File: config.mk
export PLATFORM = sky130hd
export DESIGN_NAME = tcm_ctrl
export DESIGN_NICKNAME = d
export VERILOG_FILES = /design/src/design/tcm_pkg.sv /design/src/design/tcm_ctrl.sv
export SDC_FILE = /design/constraint.sdc
export NUM_CORES = 1
export LEC_CHECK = 0
export BUFFER_PORTS_ARGS = -buffer_cell sky130_fd_sc_hd__buf_2
export CAP_MARGIN = 30
export CORE_MARGIN = 2
export CORE_UTILIZATION = 45
export DETAILED_ROUTE_END_ITERATION = 8
export HOLD_SLACK_MARGIN = 0.15
export PLACE_DENSITY = 0.77
export SLEW_MARGIN = 20
export SYNTH_ARGS = -nofsm -noshare
export SYNTH_HDL_FRONTEND = slang
export SYNTH_SLANG_ARGS = --single-unit
File: constraint.sdc
create_clock -name clk_i -period 1.94 [get_ports clk_i]
set_clock_uncertainty 0.2 [all_clocks]
set_input_delay 0.485 -clock clk_i [delete_from_list [all_inputs] [get_ports clk_i]]
set_output_delay 0.485 -clock clk_i [all_outputs]
set_load 0.01 [all_outputs]
File: src/design/tcm_pkg.sv
// Shared types, register map and constants of the three-resource credit meter.
package tcm_pkg;

  localparam int unsigned DataW = 64;
  localparam int unsigned ProdW = 2 * DataW;
  localparam int unsigned HalfW = DataW / 2;
  localparam int unsigned AddrW = 6;
  localparam int unsigned CntW  = 6;

  localparam logic [DataW-1:0] AllOnes = '1;

  // Four partial products, then the last one is accumulated.
  localparam logic [CntW-1:0] MulLast = CntW'(4);
  localparam logic [CntW-1:0] DivLast = CntW'(DataW - 1);

  typedef enum logic [1:0] {
    MODE_DISK = 2'd0,
    MODE_NET  = 2'd1,
    MODE_COMP = 2'd2,
    MODE_NONE = 2'd3
  } mode_e;

  typedef enum logic [1:0] {
    ST_OK        = 2'd0,
    ST_LIMIT     = 2'd1,
    ST_OVERFLOW  = 2'd2,
    ST_NO_CREDIT = 2'd3
  } status_e;

  typedef enum logic [2:0] {
    REG_DISK_LIMIT = 3'd0,
    REG_NET_LIMIT  = 3'd1,
    REG_COMP_LIMIT = 3'd2,
    REG_DISK_COST  = 3'd3,
    REG_NET_COST   = 3'd4,
    REG_COMP_COST  = 3'd5,
    REG_SESS_CRED  = 3'd6,
    REG_SESS_EN    = 3'd7
  } reg_e;

  typedef struct packed {
    logic       load;
    logic       mul;
    logic [1:0] mul_idx;
    logic       acc;
    logic       check;
    logic       update;
    logic       result;
    logic       div;
    logic       emit;
  } cmd_t;

  typedef struct packed {
    logic need_div;
  } stat_t;

endpackage

File: src/design/tcm_ctrl.sv
// Sequencing state machine of the credit meter.
module tcm_ctrl import tcm_pkg::*; (
  input  logic  clk_i,
  input  logic  rst_ni,
  input  logic  in_valid_i,
  output logic  in_ready_o,
  output logic  out_valid_o,
  input  logic  out_ready_i,
  input  stat_t stat_i,
  output cmd_t  cmd_o
);

  typedef enum logic [2:0] {
    S_IDLE,
    S_MUL,
    S_CHECK,
    S_UPDATE,
    S_RESULT,
    S_DIV,
    S_EMIT
  } state_e;

  state_e          state_q;
  logic [CntW-1:0] cnt_q;
  logic            out_valid_q;
  logic            out_free;

  assign in_ready_o  = (state_q == S_IDLE);
  assign out_valid_o = out_valid_q;
  assign out_free    = !out_valid_q || out_ready_i;

  always_comb begin
    cmd_o         = '0;
    cmd_o.load    = (state_q == S_IDLE) && in_valid_i;
    cmd_o.mul     = (state_q == S_MUL) && (cnt_q < MulLast);
    cmd_o.mul_idx = cnt_q[1:0];
    cmd_o.acc     = (state_q == S_MUL) && (cnt_q != '0);
    cmd_o.check   = (state_q == S_CHECK);
    cmd_o.update  = (state_q == S_UPDATE);
    cmd_o.result  = (state_q == S_RESULT);
    cmd_o.div     = (state_q == S_DIV);
    cmd_o.emit    = (state_q == S_EMIT) && out_free;
  end

  always_ff @(posedge clk_i or negedge rst_ni) begin
    if (!rst_ni) begin
      state_q     <= S_IDLE;
      cnt_q       <= '0;
      out_valid_q <= 1'b0;
    end else begin
      // A new result may replace the one leaving in the same cycle.
      if (cmd_o.emit) begin
        out_valid_q <= 1'b1;
      end else if (out_ready_i) begin
        out_valid_q <= 1'b0;
      end
      case (state_q)
        S_IDLE: begin
          if (in_valid_i) begin
            state_q <= S_MUL;
            cnt_q   <= '0;
          end
        end
        S_MUL: begin
          cnt_q <= cnt_q + 1'b1;
          if (cnt_q == MulLast) begin
            state_q <= S_CHECK;
          end
        end
        S_CHECK:  state_q <= S_UPDATE;
        S_UPDATE: state_q <= S_RESULT;
        S_RESULT: begin
          cnt_q   <= '0;
          state_q <= stat_i.need_div ? S_DIV : S_EMIT;
        end
        S_DIV: begin
          cnt_q <= cnt_q + 1'b1;
          if (cnt_q == DivLast) begin
            state_q <= S_EMIT;
          end
        end
        S_EMIT: begin
          if (out_free) begin
            state_q <= S_IDLE;
          end
        end
        default: state_q <= S_IDLE;
      endcase
    end
  end

endmodule

==> flow_metrics.tcl, run 1 <==
set metrics [dict create \
    grt_max_degree 17 \
    drt_iter0_drc 17 \
    grt_pass1_vias 561 \
    core.rowCount 13 \
    final.min_clock_period_ps 1960 \
    numPortBuffers 16 \
    relSlewSlack 0.711 \
    powerDensity_nw_per_um2 1580 \
    cts_buffers 3 \
    finalSetupTns_ps -38.4 \
    clockBufferDepth 2 \
    fmax_mhz 510 \
    cts.sinks 10 \
    area_delta_synth_final_pct 43.0 \
    drt-vias-per-instance 5.56 \
    path_class "register to primary output" \
    cp_top_family "flip-flops" \
    fillers 95 \
    fin_ws_ps -21.1 \
    whs_path_depth 3 \
    drtAntennaViolNets 0 \
    die_w_um 41.7 \
    timing.reg2reg.setup_slack_ps 40 \
    finalMaxSlewViolations 0 \
    instances_no_fill 116 \
    synthCells 70 \
    crit_buf_inv 2 \
    grt_pass1_wl_mm 2.48 \
    rsz0062_at_grt "true" \
    yosysTopAreaCellShare 0.391 \
    startpoint_type "register" \
    fin_crit_sh 1.01 \
    ys_warn_count 0 \
    place_congestion 0.799 \
    required_ps 1250 \
    hold_path.class "input port to register" \
    drive_above_1_share 0.455 \
    nets 109 \
    worst_slew_pin_slew_ps 431 \
    antenna_found_initial 0 \
    min_from "out_ready_i" \
    netlist_area_sq_um 641 \
    drt_pass1_iterations 4 \
    reg2reg_from "state_q[2]$_DFFE_PN0P_" \
    synthDistinctLibCells 30 \
    ir_drop_mv 0.844 \
    cp.arrival_ps 1280 \
    die_h_um 41.7 \
    initial_utilization 0.486 \
    cap_viol_max_count 0 \
    cpPeakStageDelay_ps 400 \
    finalSetupViolCount 3 \
    violations "negative setup slack" \
    grt_usage 0.189 \
    cts.clk_slew.worst_paths_ps 80 \
    antenna_cells 0 \
    timing.rr.end "cnt_q[5]$_DFFE_PN0P_" \
    post_drt_wl_per_cell_um 14.3 \
    cp_slowest_cell "dfrtp_1" \
    dp.cells 100 \
    insertion_delay_ps 270 \
    critPathMaxFanout 2 \
    path_cells "nor3_2 > buf_4 > a311oi_2 > buf_2" \
    yosysTopAreaCell "dfrtp_1" \
    timing_hold_violations_final 0 \
    outcome "finished with violations" \
    fp.coreArea_sq_um 1320 \
    cp-end-kind "primary output" \
    ys_seq_area_frac 0.391 \
    synth_nets 77 \
    min_to "out_valid_o$_DFFE_PN0P_" \
    num_vias 645 \
    p_leak_uw 0.000445 \
    synth-seq-cells 10 \
    drc 0 \
    overflow 0 \
    syn_area_per_cell_sq_um 9.15 \
    dpl.hpwl_um 930 \
    cts_root_buf "clkbuf_4" \
    ios 17 \
    cts_tree "done" \
    routed_wl_mm 1.66 \
    reg2reg_depth 6 \
    cts_htree_levels 1 \
    synth.area.top_cells "dfrtp_1, o21ai_0, xnor2_1" \
    die_area_sq_um 1740 \
]
## worst max path at each step
stage / startpoint / end / slack [ps] / cells past startpoint
2_1_floorplan: state_q[1]$_DFFE_PN0P_ / cmd_o[8] / 70 / 4
3_3_place_gp: cnt_q[0]$_DFFE_PN0P_ / cmd_o[5] / 180 / 4
3_5_place_dp: cnt_q[3]$_DFFE_PN0P_ / cmd_o[8] / 170 / 3
4_1_cts: state_q[0]$_DFFE_PN0P_ / cmd_o[9] / -20 / 4
5_1_grt: state_q[1]$_DFFE_PN0P_ / cmd_o[9] / -70 / 4
6_report: cnt_q[3]$_DFFE_PN0P_ / cmd_o[5] / -20 / 4
## flip-flops by register name, indices dropped and copies added, names as in the netlist
register,flops
state_q,3
cnt_q,6
out_valid_o,1
## synth_stat cells (all sizes together)
cell type / count
o22ai: 1
and4b: 1
nor3b: 3
a31o: 1
and3: 1
nor2b: 1
a21o: 1
nand2: 5
xnor2: 3
ha: 2
a31oi: 2
inv: 5
nor4b: 2
nand2b: 1
a311oi: 1
clkinv: 1
nor3: 6
a21oi: 2
and2: 1
nand4b: 1
o21ai: 6
or3: 1
nor2: 5
nand3b: 1
a221oi: 1
dfrtp: 10
buf: 5
## per-stage QoR
step | area, sq um | worst slack, ps | util | total power, uW | hold slack, ps
floorplan | 641 | 66.4 | - | 816 | -10.6
global placement | 737 | 184 | 0.559 | 979 | 158
detailed placement | 737 | 170 | 0.559 | 991 | 158
CTS | 878 | -20.9 | 0.667 | 1330 | 325
global route | 916 | -72.6 | 0.695 | 1540 | 361
finish | 916 | -21.1 | 0.695 | 1450 | 342
## what timing repair did
action	CTS	global route
endpoints found under the setup margin	8	8
setup buffers	8	3
hold buffers	1	0
pin swaps	2	3
hold endpoints to repair	10	0
resized for setup	8	6
## layout make-up
cell class / instances / area (sq um) / share of cell area
flip-flops and latches: 10 / 255 / 0.279
repair buffers: 32 / 211 / 0.231
multi-input cells: 49 / 372 / 0.406
clock buffers: 4 / 36.3 / 0.0396
inverters: 6 / 22.5 / 0.0246
well taps: 15 / 18.8 / 0.0205
## per-layer routing
metal  share of wire  wire (um)  track usage  vias to the layer above
li1                -          -            -                      305
met1            0.48        794        0.251                      318
met2            0.47        775        0.288                       18
met3           0.035         58       0.0130                        4
met4           0.018         29        0.135                        0
met5               0          0            0                        -
## worst reg2reg max path, stage by stage (launching register included)
cell and delay (ps):
dfrtp_4 550, buf_2 210, buf_4 160, nor3_4 330, nor3_1 130, xnor2_1 140
nor2_1 50
## logic make-up after synthesis
family | after synthesis | share of synthesized area
AO/OA/AOI/OAI | 15 | 0.145
XOR/XNOR | 3 | 0.0410
adder cells (fa/ha/maj) | 2 | 0.0391
buffers and inverters | 11 | 0.0859
flip-flops | 10 | 0.391
AND/OR/NAND/NOR | 29 | 0.299
## layout by cell type (no fill, tap or decap), drive strengths merged
master and count:
nor2b 1, a221oi 1, a21o 1, dlygate4sd3 1
o22ai 1, a31oi 2, nand2 5, and3 1
ha 2, nor3 6, and4b 1, nand4b 1
inv 6, nand3b 1, a31o 1, xnor2 3
and2 1, nor4b 2, or3 1, buf 31
a21oi 2, nor2 5, o21ai 6, nor3b 3
nand2b 1, a311oi 1, clkbuf 4, dfrtp 10
## report_power, final
group          switching, uW  internal [uW]  total [uW]
clock network           80.8            114         195
logic                    432            433         866
registers               97.2            290         387
(Power assumes the default switching activity.)
==> run 2: changes to the inputs <==
BUFFER_PORTS_ARGS = -buffer_cell sky130_fd_sc_hd__buf_4   (was -buffer_cell sky130_fd_sc_hd__buf_2)
==> run 2 against run 1 <==
  * Final area grew 4.4%
  * Hold slack lost 7.4 ps
  * Critical path depth shrank 1
  * Clock power fell by 22%
  * Count of clock-buffer cells in the layout shrank 1
  * The run still ends with negative setup slack left
  * Global-route usage is 0.31 points lower
==> flow_metrics.tcl, run 2 (synthesized netlist as in run 1, its figures left out) <==
set metrics [dict create \
    timing_hold_violations_final 0 \
    initial_utilization 0.486 \
    die_w_um 41.7 \
    dpl.hpwl_mm 1.03 \
    cts_tree "done" \
    placed_area_sq_um 769 \
    numPortBuffers 16 \
    final.min_clock_period_ps 2030 \
    fmax_mhz 491 \
    critPathMaxFanout 3 \
    place_congestion 0.748 \
    drt_iter0_drc 17 \
    fin_crit_sh 1.05 \
    design_area_sq_um 956 \
    drt_pass1_iterations 6 \
    mostFrequentLayoutCells "buf_4, o21ai_0, dfrtp_1" \
    die_h_um 41.7 \
    cap_viol_max_count 0 \
    largest_reg_flops 6 \
    drive_above_1_share 0.474 \
    path_class "register to primary output" \
    antenna_cells 0 \
    antenna_found_initial 0 \
    cp-end-kind "primary output" \
    area_delta_synth_final_pct 49.2 \
    cp_slowest_cell "dfrtp_2" \
    fillers 97 \
    cts_htree_levels 1 \
    cts.sinks 10 \
    worst_slew_pin_slew_ps 457 \
    fp.coreArea_sq_um 1320 \
    crit_start "cnt_q[5]$_DFFE_PN0P_" \
    grt_pass1_vias 562 \
    num_vias 670 \
    ir_drop_mv 0.870 \
    regMostFlops "cnt_q" \
    cpPeakStageDelay_ps 450 \
    cts_buffers 3 \
    drt-vias-per-instance 5.98 \
    rsz0062_at_grt "true" \
    relSlewSlack 0.693 \
    dp.cells 99 \
    clockBufferDepth 2 \
    ios 17 \
    powerDensity_nw_per_um2 1590 \
    hold_path.class "input port to register" \
    post-place-ws_ps 137 \
    die_area_sq_um 1740 \
    grt_usage 0.185 \
    finalMaxSlewViolations 0 \
    grt_pass1_wl_mm 2.46 \
    holdWs_ps 335 \
    p_leak_uw 0.000439 \
    finalSetupViolCount 5 \
    required_ps 1250 \
    routed_wl_mm 1.89 \
    outcome "finished with violations" \
    drc 0 \
    grt_max_degree 17 \
    core.rowCount 13 \
    min_from "out_ready_i" \
    layout_commonest_cell "buf_4" \
    drtAntennaViolNets 0 \
    instances_no_fill 112 \
    cts_root_buf "clkbuf_4" \
    cts.clk_slew.worst_paths_ps 70 \
    nets 106 \
    violations "negative setup slack" \
    path_cells "nor3_4 > nor4b_4 > buf_4" \
    fin_util 0.726 \
    post_drt_wl_per_cell_um 16.9 \
    overflow 0 \
    reg2reg_from "state_q[2]$_DFFE_PN0P_" \
    insertion_delay_ps 270 \
    cp.arrival_ps 1350 \
    cp_top_family "simple AND/OR/NAND/NOR gates" \
    crit_buf_inv 1 \
    fin_ws_ps -94.6 \
    startpoint_type "register" \
]
## run 2: cell count changes in the layout (fill, tap and decap cells not counted), sizes merged
cell,previous run,this run
buf,31,27
## run 2: routing by layer
layer | vias up | wire length, um | GRT usage | part of all wire
li1 | 300 | - | - | -
met1 | 340 | 823 | 0.236 | 0.44
met2 | 24 | 938 | 0.300 | 0.50
met3 | 6 | 81 | 0.0261 | 0.043
met4 | 0 | 47 | 0.103 | 0.025
met5 | - | 0 | 0 | 0
## run 2: what timing repair did
item                                    CTS  global route
setup buffers                             4             5
hold buffers                              1             0
pin swaps                                 1             4
endpoints found under the setup margin    8             8
gates resized for setup                   8            14
hold endpoints to repair                 10             0
## run 2: worst paths after layout
path,to,slack (ps),cells after the start
setup / recovery,cmd_o[8],-90,3
hold / removal,out_valid_o$_DFFE_PN0P_,330,3
setup reg to reg,cnt_q[5]$_DFFE_PN0P_,150,5
hold reg to reg,out_valid_o$_DFFE_PN0P_,350,2
max in group asynchronous,state_q[2]$_DFFE_PN0P_,1000,2
min in group asynchronous,cnt_q[2]$_DFFE_PN0P_,370,2
## run 2: final cells by class
| class | count | area, sq um | share of cell area |
|---|---|---|---|
| multi-input combinational | 49 | 404 | 0.423 |
| sequential | 10 | 258 | 0.270 |
| timing repair buffer | 29 | 228 | 0.238 |
| inverter | 6 | 25.0 | 0.0262 |
| clock buffer | 3 | 22.5 | 0.0236 |
| tap | 15 | 18.8 | 0.0196 |
## run 2: worst register-to-register path, delay by kind of cell (launching register included)
| kind | cells | cell delay (ps) |
|---|---|---|
| XOR/XNOR | 1 | 160 |
| AND/OR/NAND/NOR | 3 | 540 |
| buffers and inverters | 1 | 220 |
| flip-flops | 1 | 550 |
## run 2: through the flow
step           total power (uW)  TNS (ps)
6_report                   1520      -198
5_1_grt                    1600      -409
3_3_place_gp               1030         0
2_1_floorplan               816         0
4_1_cts                    1300     -49.5
3_5_place_dp               1050         0
## run 2: where the power goes
part	switching, uW	internal [uW]
clock	80.2	71.9
sequential	129	291
combinational	452	492
==> run 3: changes to the inputs <==
CORE_UTILIZATION = 44   (was 45)
PLACE_DENSITY = 0.78   (was 0.77)
clock period = 1.8 ns   (was 1.94 ns; I/O delays follow)
==> run 3 against run 2 <==
  * The flow still finishes with violations (negative setup slack)
  * Power increased by 12%
  * Final area up 4.8%
  * Global-route usage up 0.66 points
  * First-iteration DRC count decreased by 53%
  * Setup slack got worse by 37 ps
  * Clock power decreased by 3%
  * Hold slack worse by 28 ps
  * Combinational power increased by 19%
  * Non-clock buffer count increased by 8
  * Sequential share of layout area shrank 1.6 points
  * Sequential power up 3%
  * Core utilization increased by 2.6 points
  * Critical endpoint is now cmd_o[9]
  * Largest cell class unchanged
  * Highest routed layer unchanged
==> flow_metrics.tcl, run 3 (synthesized netlist as in run 1, its figures left out) <==
set metrics [dict create \
    grt_pass1_vias 592 \
    worst_slew_pin_slew_ps 430 \
    post_drt_wl_per_cell_um 14.3 \
    drc 0 \
    path_cells "buf_6 > nor3_4 > and2_1 > buf_4" \
    grt_max_degree 12 \
    drive_above_1_share 0.505 \
    drt_pass1_iterations 4 \
    powerDensity_nw_per_um2 1700 \
    fin_util 0.751 \
    layout_commonest_cell "buf_4" \
    drtAntennaViolNets 0 \
    grt_pass1_wl_mm 2.56 \
    switching_power_uw 689 \
    drt-vias-per-instance 5.54 \
    startpoint_type "register" \
    dp.cells 104 \
    die_h_um 42.2 \
    mostFrequentLayoutCells "buf_4, dfrtp_1, o21ai_0" \
    p_leak_uw 0.000473 \
    cap_viol_max_count 0 \
    die_area_sq_um 1780 \
    cts.clk_slew.worst_paths_ps 60 \
    final.min_clock_period_ps 1930 \
    finalMaxSlewViolations 0 \
    critPathMaxFanout 4 \
    place_congestion 0.749 \
    cp_top_family "flip-flops" \
    p_seq_frac 0.254 \
    fin_ws_ps -131 \
    antenna_cells 0 \
    area_delta_synth_final_pct 56.4 \
    min_to "out_valid_o$_DFFE_PN0P_" \
    initial_utilization 0.480 \
    outcome "finished with violations" \
    fin_crit_sh 1.07 \
    cts_buffers 3 \
    drt_iter0_drc 8 \
    p_comb_frac 0.659 \
    hold_path.class "input port to register" \
    whs_path_depth 3 \
    power.internal_uw 1010 \
    nets 114 \
    ir_drop_mv 1.08 \
    die_w_um 42.2 \
    fmax_mhz 518 \
    reg2reg_depth 6 \
    finalSetupViolCount 8 \
    insertion_delay_ps 260 \
    relSlewSlack 0.711 \
    cts.sinks 10 \
    path_class "register to primary output" \
    swShare 0.405 \
    dpl.hpwl_mm 1.02 \
    finalSetupTns_ps -661 \
    cp-end-kind "primary output" \
    cts_root_buf "clkbuf_4" \
    cpPeakStageDelay_ps 450 \
    timing.reg2reg.setup_slack_ps 20 \
    clockBufferDepth 2 \
    cp.arrival_ps 1280 \
    reg2reg_from "state_q[2]$_DFFE_PN0P_" \
    antenna_found_initial 0 \
    violations "negative setup slack" \
    grt_usage 0.192 \
    crit_buf_inv 2 \
    overflow 0 \
    numPortBuffers 16 \
    timing.rr.end "cnt_q[5]$_DFFE_PN0P_" \
    clkPwrFrac 0.087 \
    core.rowCount 13 \
    rsz0062_at_grt "true" \
    cts_tree "done" \
    cts_htree_levels 1 \
    ios 17 \
    fp.coreArea_sq_um 1330 \
    num_vias 665 \
    required_ps 1150 \
    holdWs_ps 306 \
    routed_wl_mm 1.71 \
    cp_slowest_cell "dfrtp_2" \
    min_from "out_ready_i" \
    instances_no_fill 120 \
    largest_reg_flops 6 \
    regMostFlops "cnt_q" \
    timing_hold_violations_final 0 \
    fillers 86 \
]
[run 3: cell count changes in the layout (fill, tap and decap cells not counted), sizes merged]
cell,previous run,this run
buf,27,36
clkbuf,4,3
[run 3: power by group through the flow]
stage                     clock network (uW)  logic, uW  registers [uW]
after floorplan                            0        507             385
after global placement                     0        784             420
after detailed placement                   0        803             425
after CTS                                149        959             415
after global routing                     165       1220             443
final                                    148       1120             432
[run 3: worst max-delay path by stage]
stage / endpoint / cells after the start / start / slack (ps)
finish: cmd_o[9] / 4 / state_q[1]$_DFFE_PN0P_ / -130
detailed placement: cmd_o[8] / 3 / cnt_q[4]$_DFFE_PN0P_ / 60
global placement: cmd_o[8] / 3 / cnt_q[4]$_DFFE_PN0P_ / 60
floorplan: cmd_o[9] / 3 / state_q[2]$_DFFE_PN0P_ / 0.04
CTS: cmd_o[8] / 3 / cnt_q[4]$_DFFE_PN0P_ / -130
global route: cmd_o[8] / 3 / cnt_q[3]$_DFFE_PN0P_ / -200
[run 3: metal layers]
layer  routed length (um)  track usage  vias up  part of all wire
met4                   48       0.0563        0             0.028
met2                  861        0.356       18              0.50
met1                  730        0.204      324              0.43
met3                   70       0.0647        6             0.041
met5                    0            0        -                 0
li1                     -            -      317                 -
[run 3: metrics by stage]
step           total power [uW]  setup slack (ps)  cell area [sq um]
6_report                   1700              -131               1000
3_5_place_dp               1230              55.4                813
2_1_floorplan               893            0.0366                647
4_1_cts                    1520              -135                928
3_3_place_gp               1200              64.3                813
5_1_grt                    1820              -204               1000
[run 3: repair_timing]
action,CTS,global route
hold buffers,1,0
endpoints found under the setup margin,9,12
cloned,0,0
gates resized for setup,10,11
pin swaps,5,6
setup buffers,7,5
endpoints found under the hold margin,10,0
[run 3: worst min-delay path, cell delays in order]
cell	delay, ps
buf_4	70
nand2b_1	150
nand2_1	60
[run 3: final cells by class]
cell class / count / area [sq um] / area share
clock buffers: 3 / 22.5 / 0.0225
well taps: 15 / 18.8 / 0.0187
inverters: 6 / 25.0 / 0.0250
multi-input cells: 49 / 383 / 0.382
flip-flops and latches: 10 / 254 / 0.253
repair buffers: 37 / 299 / 0.298
